--- config.mk ---
export PLATFORM = sky130hd
export DESIGN_NAME = stream_duplicate_filter
export DESIGN_NICKNAME = d
export VERILOG_FILES = /design/src/rtl/core/sdf_pkg.sv /design/src/rtl/core/sdf_cell.sv /design/src/rtl/core/stream_duplicate_filter.sv
export VERILOG_INCLUDE_DIRS = /design/src /design/src/rtl/core
export SDC_FILE = /design/constraint.sdc
export NUM_CORES = 2
export LEC_CHECK = 0
export BUFFER_PORTS_ARGS = -buffer_cell sky130_fd_sc_hd__buf_2
export CAP_MARGIN = 20
export CORE_MARGIN = 2
export CORE_UTILIZATION = 54
export CTS_CLUSTER_SIZE = 25
export DETAILED_ROUTE_END_ITERATION = 8
export PLACE_DENSITY = 0.73
export SLEW_MARGIN = 20
export SYNTH_ARGS = -nofsm -noshare
export SYNTH_HDL_FRONTEND = slang
export SYNTH_SLANG_ARGS = --single-unit
--- constraint.sdc ---
create_clock -name clk -period 11.8 [get_ports clk]
set_input_delay 0.59 -clock clk [delete_from_list [all_inputs] [get_ports clk]]
set_output_delay 0.59 -clock clk [all_outputs]
set_load 0.02 [all_outputs]
--- src/rtl/core/assert_macros.svh ---
// ----------------------------------------------------------------------------
// assert_macros.svh
// Concurrent assertion helpers; they compile to nothing when SYNTH is set.
// ----------------------------------------------------------------------------
`ifndef ASSERT_MACROS_SVH
`define ASSERT_MACROS_SVH

`ifndef SYNTH

// Property checked on every rising edge outside reset.
`define ASSERT_PROP(lbl, clk, rst_n, prop, msg) \
  lbl: assert property (@(posedge clk) disable iff (!rst_n) (prop)) else $error(msg);

// Expression that must never be true outside reset.
`define ASSERT_NEVER(lbl, clk, rst_n, expr, msg) \
  lbl: assert property (@(posedge clk) disable iff (!rst_n) !(expr)) else $error(msg);

`else

`define ASSERT_PROP(lbl, clk, rst_n, prop, msg)
`define ASSERT_NEVER(lbl, clk, rst_n, expr, msg)

`endif

`endif

--- src/rtl/core/sdf_pkg.sv ---
// ----------------------------------------------------------------------------
// sdf_pkg
// Shared types and constants for the stream duplicate filter.
// ----------------------------------------------------------------------------
`timescale 1ns / 1ps

package sdf_pkg;

  localparam int SDF_MAX_DISTINCT = 32;
  localparam int SDF_VALUE_W      = 32;
  localparam int SDF_SLOT_W       = 5;
  localparam int SDF_COUNT_W      = 6;

  typedef struct packed {
    logic signed [SDF_VALUE_W-1:0] value;
    logic                          last;
  } in_beat_t;

  typedef struct packed {
    logic signed [SDF_VALUE_W-1:0] echo_value;
    logic                          is_new;
    logic [SDF_SLOT_W-1:0]         slot;
    logic [SDF_COUNT_W-1:0]        distinct_count;
    logic                          dropped;
    logic                          end_of_sequence;
  } out_beat_t;

  // Token handed from cell to cell along the chain.
  typedef struct packed {
    logic                          vld;
    logic                          last;
    logic                          matched;
    logic                          inserted;
    logic signed [SDF_VALUE_W-1:0] value;
  } sdf_tok_t;

endpackage

--- src/rtl/core/sdf_cell.sv ---
// ----------------------------------------------------------------------------
// sdf_cell
// One store entry of the chain: compares the passing beat, appends it if the
// entry is free, and forwards the token one stage on.
// ----------------------------------------------------------------------------
`timescale 1ns / 1ps

module sdf_cell
  import sdf_pkg::*;
#(
  parameter int SLOT_W = SDF_SLOT_W,
  parameter int CNT_W  = SDF_COUNT_W,
  parameter int IDX    = 0
) (
  input  logic              clk,
  input  logic              rst_n,
  input  logic              en,
  input  sdf_tok_t          tok_i,
  input  logic [SLOT_W-1:0] slot_i,
  input  logic [CNT_W-1:0]  cnt_i,
  output sdf_tok_t          tok_o,
  output logic [SLOT_W-1:0] slot_o,
  output logic [CNT_W-1:0]  cnt_o
);

  logic signed [SDF_VALUE_W-1:0] entry_r;
  logic                          occ_r, occ_nxt;
  sdf_tok_t                      tok_r, tok_nxt;
  logic [SLOT_W-1:0]             slot_r, slot_nxt;
  logic [CNT_W-1:0]              cnt_r, cnt_nxt;
  logic                          open_tok, hit, take;

  assign open_tok = tok_i.vld && !tok_i.matched && !tok_i.inserted;
  assign hit      = open_tok && occ_r && (entry_r == tok_i.value);
  assign take     = open_tok && !occ_r;

  always_comb begin
    tok_nxt          = tok_i;
    tok_nxt.matched  = tok_i.matched | hit;
    tok_nxt.inserted = tok_i.inserted | take;
    slot_nxt         = (hit || take) ? SLOT_W'(IDX) : slot_i;
    cnt_nxt          = cnt_i + CNT_W'(occ_r || take);
    // the last beat of a sequence empties each entry as it passes
    if (tok_i.vld && tok_i.last) begin
      occ_nxt = 1'b0;
    end else begin
      occ_nxt = occ_r | take;
    end
  end

  always_ff @(posedge clk) begin
    if (!rst_n) begin
      occ_r  <= 1'b0;
      tok_r  <= '0;
      slot_r <= '0;
      cnt_r  <= '0;
    end else if (en) begin
      occ_r  <= occ_nxt;
      tok_r  <= tok_nxt;
      slot_r <= slot_nxt;
      cnt_r  <= cnt_nxt;
    end
  end

  always_ff @(posedge clk) begin
    if (en && take) begin
      entry_r <= tok_i.value;
    end
  end

  assign tok_o  = tok_r;
  assign slot_o = slot_r;
  assign cnt_o  = cnt_r;

endmodule

--- src/rtl/core/stream_duplicate_filter.sv ---
// ----------------------------------------------------------------------------
// stream_duplicate_filter
// First-occurrence dedup of a signed 32-bit stream over a chain of cells.
// ----------------------------------------------------------------------------
//  channel | ports                          | role
//  --------+--------------------------------+-------------------------------
//  input   | in_valid, in_ready, in_data    | value plus end-of-sequence flag
//  output  | out_valid, out_ready, out_data | one result beat per input beat
//
//  One beat enters per cycle; each beat crosses the cell chain one cell per
//  cycle, and the last cell's registers drive the output. Reset empties
//  every cell and the chain. A stalled output freezes the whole chain, and
//  in_ready drops with it.
// ----------------------------------------------------------------------------
`timescale 1ns / 1ps
`include "assert_macros.svh"

module stream_duplicate_filter
  import sdf_pkg::*;
#(
  parameter int MAX_DISTINCT = SDF_MAX_DISTINCT
) (
  input  logic      clk,
  input  logic      rst_n,
  input  logic      in_valid,
  output logic      in_ready,
  input  in_beat_t  in_data,
  output logic      out_valid,
  input  logic      out_ready,
  output out_beat_t out_data
);

  localparam int SLOT_W = (MAX_DISTINCT > 1) ? $clog2(MAX_DISTINCT) : 1;
  localparam int CNT_W  = $clog2(MAX_DISTINCT + 1);

  sdf_tok_t          tok  [0:MAX_DISTINCT];
  logic [SLOT_W-1:0] slot [0:MAX_DISTINCT];
  logic [CNT_W-1:0]  cnt  [0:MAX_DISTINCT];
  logic              en;
  sdf_tok_t          tok_end;
  logic              end_both, end_drop, end_claim, end_full, end_slot_ok;

  assign tok_end = tok[MAX_DISTINCT];
  assign en      = !tok_end.vld || out_ready;
  assign in_ready = en;

  assign tok[0] = '{vld: in_valid, last: in_data.last, matched: 1'b0,
                    inserted: 1'b0, value: in_data.value};
  assign slot[0] = '0;
  assign cnt[0]  = '0;

  for (genvar k = 0; k < MAX_DISTINCT; k++) begin : g_cell
    sdf_cell #(
      .SLOT_W (SLOT_W),
      .CNT_W  (CNT_W),
      .IDX    (k)
    ) u_cell (
      .clk    (clk),
      .rst_n  (rst_n),
      .en     (en),
      .tok_i  (tok[k]),
      .slot_i (slot[k]),
      .cnt_i  (cnt[k]),
      .tok_o  (tok[k+1]),
      .slot_o (slot[k+1]),
      .cnt_o  (cnt[k+1])
    );
  end

  // slot stays zero on a drop: no cell claimed the beat
  always_comb begin
    out_data.echo_value      = tok_end.value;
    out_data.is_new          = !tok_end.matched;
    out_data.slot            = SDF_SLOT_W'(slot[MAX_DISTINCT]);
    out_data.distinct_count  = SDF_COUNT_W'(cnt[MAX_DISTINCT]);
    out_data.dropped         = !tok_end.matched && !tok_end.inserted;
    out_data.end_of_sequence = tok_end.last;
  end

  assign out_valid = tok_end.vld;

  assign end_both    = tok_end.vld && tok_end.matched && tok_end.inserted;
  assign end_drop    = tok_end.vld && !tok_end.matched && !tok_end.inserted;
  assign end_claim   = tok_end.vld && (tok_end.matched || tok_end.inserted);
  assign end_full    = (cnt[MAX_DISTINCT] == CNT_W'(MAX_DISTINCT));
  assign end_slot_ok = (CNT_W'(slot[MAX_DISTINCT]) < cnt[MAX_DISTINCT]);

  `ASSERT_NEVER(a_hit_and_append, clk, rst_n, end_both, "beat both matched and appended")
  `ASSERT_PROP(a_drop_when_full, clk, rst_n, end_drop |-> end_full, "drop with store not full")
  `ASSERT_PROP(a_slot_below_count, clk, rst_n, end_claim |-> end_slot_ok, "slot not below count")

endmodule

=== Word level (Yosys, flattened, before mapping) ===
Index checks and enable logic that the tools add are counted.

* Add/subtract/negate cells: 31
* Equality and inequality tests: 32
* Mux-type cells: 63
* Bitwise gates (word level): 94
* Reduce and logical (&&, ||, !) cells: 384

{| class="wikitable"
|+ Operator list
! operator !! number
|-
| equality test 32 bit || 32
|-
| logical AND 1 bit || 223
|-
| adder 6 x 1 -> 6 bit || 30
|-
| two-way mux 5 bit || 30
|-
| zero test 1 bit || 97
|-
| OR 1 bit || 94
|-
| logical OR 1 bit || 64
|-
| two-way mux 1 bit || 33
|-
| adder 1 x 1 -> 2 bit || 1
|}

* Flip-flop bits (word level): 2550
* Input bits: 37
* Output and inout bits: 48
* Logic and storage cells: 891

=== Longest topological paths before layout ===
* Depth in word-level cells: 7
* Gate-level depth with buffers: 9
* Mapped depth without buffers: 9

=== Hierarchy ===
A second synthesis with hierarchy kept.

* Cell total of the unflattened synthesis: 8103
* Area, all modules: 102960.0 µm²

{| class="wikitable"
|+ By module, submodules not included
! module !! times used !! cells each !! area an instance (µm²) !! sequential area each (µm²)
|-
| sdf_cell (g_cell[10].u_cell ...) || 10 || 253 || 3215.6 || 1921.8
|-
| sdf_cell (g_cell[11].u_cell ...) || 6 || 255 || 3199.3 || 1921.8
|-
| sdf_cell (g_cell[15].u_cell ...) || 5 || 249 || 3233.1 || 1921.8
|-
| sdf_cell (g_cell[16].u_cell ...) || 4 || 255 || 3225.6 || 1921.8
|-
| sdf_cell (g_cell[19].u_cell ...) || 3 || 255 || 3200.6 || 1921.8
|-
| sdf_cell (g_cell[7].u_cell) || 1 || 256 || 3234.4 || 1921.8
|-
| sdf_cell (g_cell[31].u_cell) || 1 || 250 || 3231.8 || 1921.8
|-
| sdf_cell (g_cell[0].u_cell) || 1 || 248 || 3230.6 || 1921.8
|-
| sdf_cell (g_cell[4].u_cell) || 1 || 255 || 3224.3 || 1921.8
|-
| stream_duplicate_filter || 1 || 4 || 17.5 || 0.0
|}

=== Least setup slack after synthesis ===
No wires, ideal clock.

* Path kind: input to register
* Start point: input port out_ready
* End point: register g_cell[11].u_cell.entry_r[0] (enable)
* Setup time: 0.461 ns
* Arrival time: 3.494 ns
* Data required time: 11.339 ns
* Path slack: 7.845 ns
* Cell stages on the path: 5
* Path buffers: 3
* Cells stage by stage: nor2b_1 -> clkbuf_1 -> clkbuf_1 -> buf_1 -> nor3_1

* Word-level cells in the longest chain between the ends: 2

{| class="wikitable"
|+ RTL lines
! element !! line !! text
|-
| start: declaration || stream_duplicate_filter.sv:29 || <nowiki>input logic out_ready,</nowiki>
|-
| logical OR 1 bit || stream_duplicate_filter.sv:44 || <nowiki>assign en = !tok_end.vld || out_ready;</nowiki>
|-
| logical AND 1 bit || sdf_cell.sv:66 || <nowiki>if (en && take) begin</nowiki>
|-
| end signal: assignment || sdf_cell.sv:67 || <nowiki>entry_r <= tok_i.value;</nowiki>
|-
| end: declaration || sdf_cell.sv:26 || <nowiki>logic signed [SDF_VALUE_W-1:0] entry_r;</nowiki>
|}

Every way passes these cells.
A chain may end at the register's enable or synchronous reset.

=== Worst setup path after layout ===
* Start point: register g_cell[31].u_cell.tok_r, in the netlist g_cell[31].u_cell.tok_o[35]
* End point: output port in_ready

* Word-level cells in the longest chain between the ends: 2

{| class="wikitable"
|+ RTL lines
! element !! line !! text
|-
| start: declaration || sdf_cell.sv:28 || <nowiki>sdf_tok_t tok_r, tok_nxt;</nowiki>
|-
| start signal: assignment || sdf_cell.sv:59 || <nowiki>tok_r <= tok_nxt;</nowiki>
|-
| zero test 1 bit || stream_duplicate_filter.sv:44 ||
|-
| logical OR 1 bit || stream_duplicate_filter.sv:44 ||
|-
| end: declaration || stream_duplicate_filter.sv:26 || <nowiki>output logic in_ready,</nowiki>
|}

Every way passes these cells.

==> results.py <==
metrics = {
    "timing": {
        "worstMarginPinSlew_ps": 1249,
        "fin_worst_skew_ps": 26.82,
        "timing.final.crit_share_pct": 42.27,
        "timing.hold.ws_ps": 59.62,
        "fin_setup_tns_ps": 0,
        "maxClockFrequency_mhz": 200.5,
        "timing.final.hold_violations": 0,
        "maxSlewHeadroom_pct": 16.76,
        "final-setup-viol-count": 0,
        "timing.final.max_slew_violations": 0,
        "post-route-min-period_ps": 4988,
        "rsz_0062_raised_after_global_routing": "no",
    },
    "global_routing": {
        "routing_layer_with_the_top_usage_in_global_route": "met2",
        "grtUsageMet3_pct": 3.071,
        "grt_antenna_before_repair": 6,
        "gr-usage-met1_pct": 29.88,
        "global_route.usage.total_pct": 23.65,
        "maximum_number_of_pins_on_one_net_before_global_route_repair": 231,
        "global_route.overflow_total": 0,
        "first_global_vias": 64140,
        "gr-usage-met2_pct": 41.61,
        "first_pass_grt_wire_length_um": 354100,
    },
    "synthesis": {
        "synth_area_per_cell_um2": 10.44,
        "number_of_instances_in_the_synthesized_netlist": 9383,
        "synthMostInstantiatedCell": "sky130_fd_sc_hd__nand2_1",
        "synth_top_area_cell": "sky130_fd_sc_hd__edfxtp_1",
        "synth_sequential_area_ratio_pct": 61.81,
        "postSynth.topFlopCell": "sky130_fd_sc_hd__dfxtp_1",
        "synth-edff-count": 1024,
        "syn-num-nets": 9481,
        "yosysTopAreaCellShare_pct": 31.38,
        "synth.area.top_cells": "sky130_fd_sc_hd__edfxtp_1 (31%), sky130_fd_sc_hd__dfxtp_1 (30%), sky130_fd_sc_hd__nand2_1 (9.4%)",
        "synth.distinct_cells": 58,
        "netlist_top_cells_count": "sky130_fd_sc_hd__nand2_1 (2462), sky130_fd_sc_hd__dfxtp_1 (1490), sky130_fd_sc_hd__edfxtp_1 (1024), sky130_fd_sc_hd__a21oi_1 (875), sky130_fd_sc_hd__xnor2_1 (651)",
        "synth_warnings": 0,
        "ys_ff_latch": 2514,
        "syn-cell-area_um2": 98010,
        "ys_async_rst_share_pct": 0,
    },
    "worst_setup_path": {
        "worst_reg2reg_endpoint": "g_cell[8].u_cell.entry_r[3]$_DFFE_PP_",
        "regToRegStartpoint": "g_cell[31].u_cell.tok_o[35]$_SDFFE_PN0N_",
        "critPathMaxStageDelay_ps": 790,
        "worst_path_arrival_ps": 4400,
        "end_kind": "primary output",
        "ff2ff_path_depth": 7,
        "timing.critical_path.mode_cell": "sky130_fd_sc_hd__buf_12",
        "worstPathCellList": "nor2b_4, buf_4, inv_8, buf_12, buf_12, buf_2",
        "path_max_fanout": 229,
        "reg2reg_setup_slack_ps": 7090,
        "crit_path_start_kind": "flop",
        "timing.setup.critical_path_class": "flop to primary output",
        "cp_data_required_time_ps": 11210,
        "critPathSlowestCell": "sky130_fd_sc_hd__buf_12",
    },
    "drt": {
        "antenna_violating_nets_post_route": 0,
        "wl_per_cell_um": 18.79,
        "remaining_drcs": 0,
        "detailroute.via_count": 65630,
        "wl_um": 222700,
        "avgViaCountPerCell": 5.537,
        "detailedRoute.firstPassIterationCount": 6,
        "drt-initial-drc-count": 5594,
    },
    "cts": {
        "cts.clk_slew.worst_paths_ps": 60,
        "cts_tree": "done",
        "tritoncts.num_buffers": 237,
        "htreeDepth": 4,
        "clkLatencyLatePin_ps": 870,
        "max-clock-path-buffers": 3,
        "clock_net_sink_count": 2514,
        "cts.root.buffer_cell": "sky130_fd_sc_hd__clkbuf_16",
        "cts-resized-gates": 0,
    },
    "floorplanning": {
        "die-height_um": 430.0,
        "fp.dieArea_um2": 184900,
        "std_cell_rows": 156,
        "core-area_um2": 180500,
        "io-pin-count": 85,
        "chipWidth_um": 430.0,
        "initial_core_util_pct": 54.28,
    },
    "power": {
        "p_sw_uw": 3482,
        "clock_network_fraction_of_design_power_pct": 46.0,
        "vdd_ir_drop_max_mv": 0.1620,
        "combPwrFrac_pct": 1.3,
        "power.static_leakage_uw": 0.04043,
        "powerDensity_nw_per_um2": 158.5,
        "total_power_uw": 17210,
        "switching_share_pct": 20.23,
        "sequentialPowerShare_pct": 52.6,
        "internal_power_uw": 13730,
    },
    "run_status": {
        "outcome": "complete, no violations",
    },
    "run": {
        "drv.max_cap_violation_count": 0,
    },
    "min_path": {
        "worstHoldPathCells": 1,
        "hold-path-endpoint": "g_cell[0].u_cell.entry_r[16]$_DFFE_PP_",
        "timing.hold.worst.start": "in_data[17]",
        "hold_path_class": "input pin to flop",
    },
    "placed_design": {
        "place_hpwl_um": 147800,
        "port_buffers": 84,
        "dp.cells": 11360,
        "postPlaceCellArea_um2": 100000,
        "routabilityCongestion": 0.8811,
    },
    "finish": {
        "regArea_um2": 60580,
        "area_delta_synth_final_pct": 10.81,
        "final_area_um2": 108600,
        "finalNonFillerCells": 11850,
        "fillerInstances": 14390,
        "drive_above_1_share_pct": 6.287,
        "area_taken_by_multi_input_logic_gates_um2": 35240,
        "nets": 9361,
    },
}
-- critical path: cells and delay by family, from the launching register on --
family / cells / cell delay, ps
AND/OR/NAND/NOR: 1 / 120
flip-flops: 1 / 310
buffers and inverters: 5 / 2770
-- timing repair --
action                     in CTS  in global routing
setup buffers                   0                  0
hold endpoints to repair       60                  0
setup endpoints to repair       0                  0
hold buffers                   32                  0
-- cells in the final DEF, fill, tap and decap left out, types with 20 or more instances in the layout --
master and count:
sky130_fd_sc_hd__inv_1 40, sky130_fd_sc_hd__xor2_1 441, sky130_fd_sc_hd__a21oi_1 875, sky130_fd_sc_hd__o21ai_0 147, sky130_fd_sc_hd__a211oi_1 64, sky130_fd_sc_hd__nor3_2 27, sky130_fd_sc_hd__nand2b_1 52, sky130_fd_sc_hd__clkbuf_8 37
sky130_fd_sc_hd__dfxtp_1 1490, sky130_fd_sc_hd__edfxtp_1 1024, sky130_fd_sc_hd__a32o_1 23, sky130_fd_sc_hd__buf_2 83, sky130_fd_sc_hd__a31oi_1 26, sky130_fd_sc_hd__nor3_1 83, sky130_fd_sc_hd__bufinv_16 23, sky130_fd_sc_hd__nor2_1 298
sky130_fd_sc_hd__nand2_1 2462, sky130_fd_sc_hd__clkbuf_16 251, sky130_fd_sc_hd__buf_4 60, sky130_fd_sc_hd__xnor2_1 651, sky130_fd_sc_hd__nor4_1 129, sky130_fd_sc_hd__clkinv_1 25, sky130_fd_sc_hd__nand4_1 197, sky130_fd_sc_hd__nand3_1 131
sky130_fd_sc_hd__clkbuf_1 52, sky130_fd_sc_hd__dlygate4sd3_1 32, sky130_fd_sc_hd__clkinv_2 39, sky130_fd_sc_hd__a21boi_0 388, sky130_fd_sc_hd__o2bb2ai_1 20, sky130_fd_sc_hd__o211a_1 61, sky130_fd_sc_hd__ha_1 61
-- worst max-delay path by stage --
stage / slack (ps) / endpoint / depth (start not counted) / start
2_1_floorplan: 7840 / g_cell[11].u_cell.entry_r[0]$_DFFE_PP_ / 5 / out_ready
3_3_place_gp: 6850 / g_cell[7].u_cell.entry_r[1]$_DFFE_PP_ / 8 / out_ready
3_5_place_dp: 6820 / g_cell[7].u_cell.entry_r[9]$_DFFE_PP_ / 8 / out_ready
4_1_cts: 6840 / in_ready / 6 / g_cell[31].u_cell.tok_o[35]$_SDFFE_PN0N_
5_1_grt: 6550 / in_ready / 6 / g_cell[31].u_cell.tok_o[35]$_SDFFE_PN0N_
6_report: 6810 / in_ready / 6 / g_cell[31].u_cell.tok_o[35]$_SDFFE_PN0N_
-- power by group through the flow --
stage	Clock, uW	Combinational, uW	Sequential (uW)
after floorplan	0	158	9240
after global placement	0	209	9250
after detailed placement	0	213	9250
after CTS	8040	224	9060
after global routing	8370	248	9060
final	7930	225	9060
-- routing by layer --
metal / share of wire (%) / vias to the layer above
met1: 42 / 31950
met5: 0.0058 / -
met4: 3.3 / 2
li1: - / 31850
met3: 4.0 / 375
met2: 51 / 1448
-- through the flow --
stage	utilization (%)	setup slack, ps
5_1_grt	60.15	6548
6_report	60.15	6812
3_3_place_gp	55.39	6849
2_1_floorplan	-	7845
4_1_cts	60.14	6838
3_5_place_dp	55.39	6816
-- logic make-up after synthesis --
| group | Yosys count | synth area share (%) |
|---|---|---|
| and+or+nand+nor | 3468 | 14.86 |
| xor gates and xnor gates | 1092 | 9.759 |
| AOI/OAI and AO/OA | 1662 | 10.40 |
| adders and majority gates | 61 | 0.7788 |
| buffers and inverters | 586 | 2.394 |
| DFF | 2514 | 61.81 |
-- flip-flops by register name (all words and copies together), names as in the netlist, named ones only --
signal	count
g_cell.u_cell.cnt_o	177
g_cell.u_cell.entry_r	1024
g_cell.u_cell.tok_o	1152
g_cell.u_cell.occ_r	31
g_cell.u_cell.slot_o	129
-- cell type report --
cell class / count / share of cell area [%]
clock inverter: 115 / 1.172
clock buffer: 341 / 6.439
sequential: 2514 / 55.78
inverter: 42 / 0.1590
antenna: 3 / 0.006913
tap: 2370 / 2.731
multi-input combinational: 6283 / 32.45
timing repair buffer: 185 / 1.264
(Power assumes the default switching activity.)
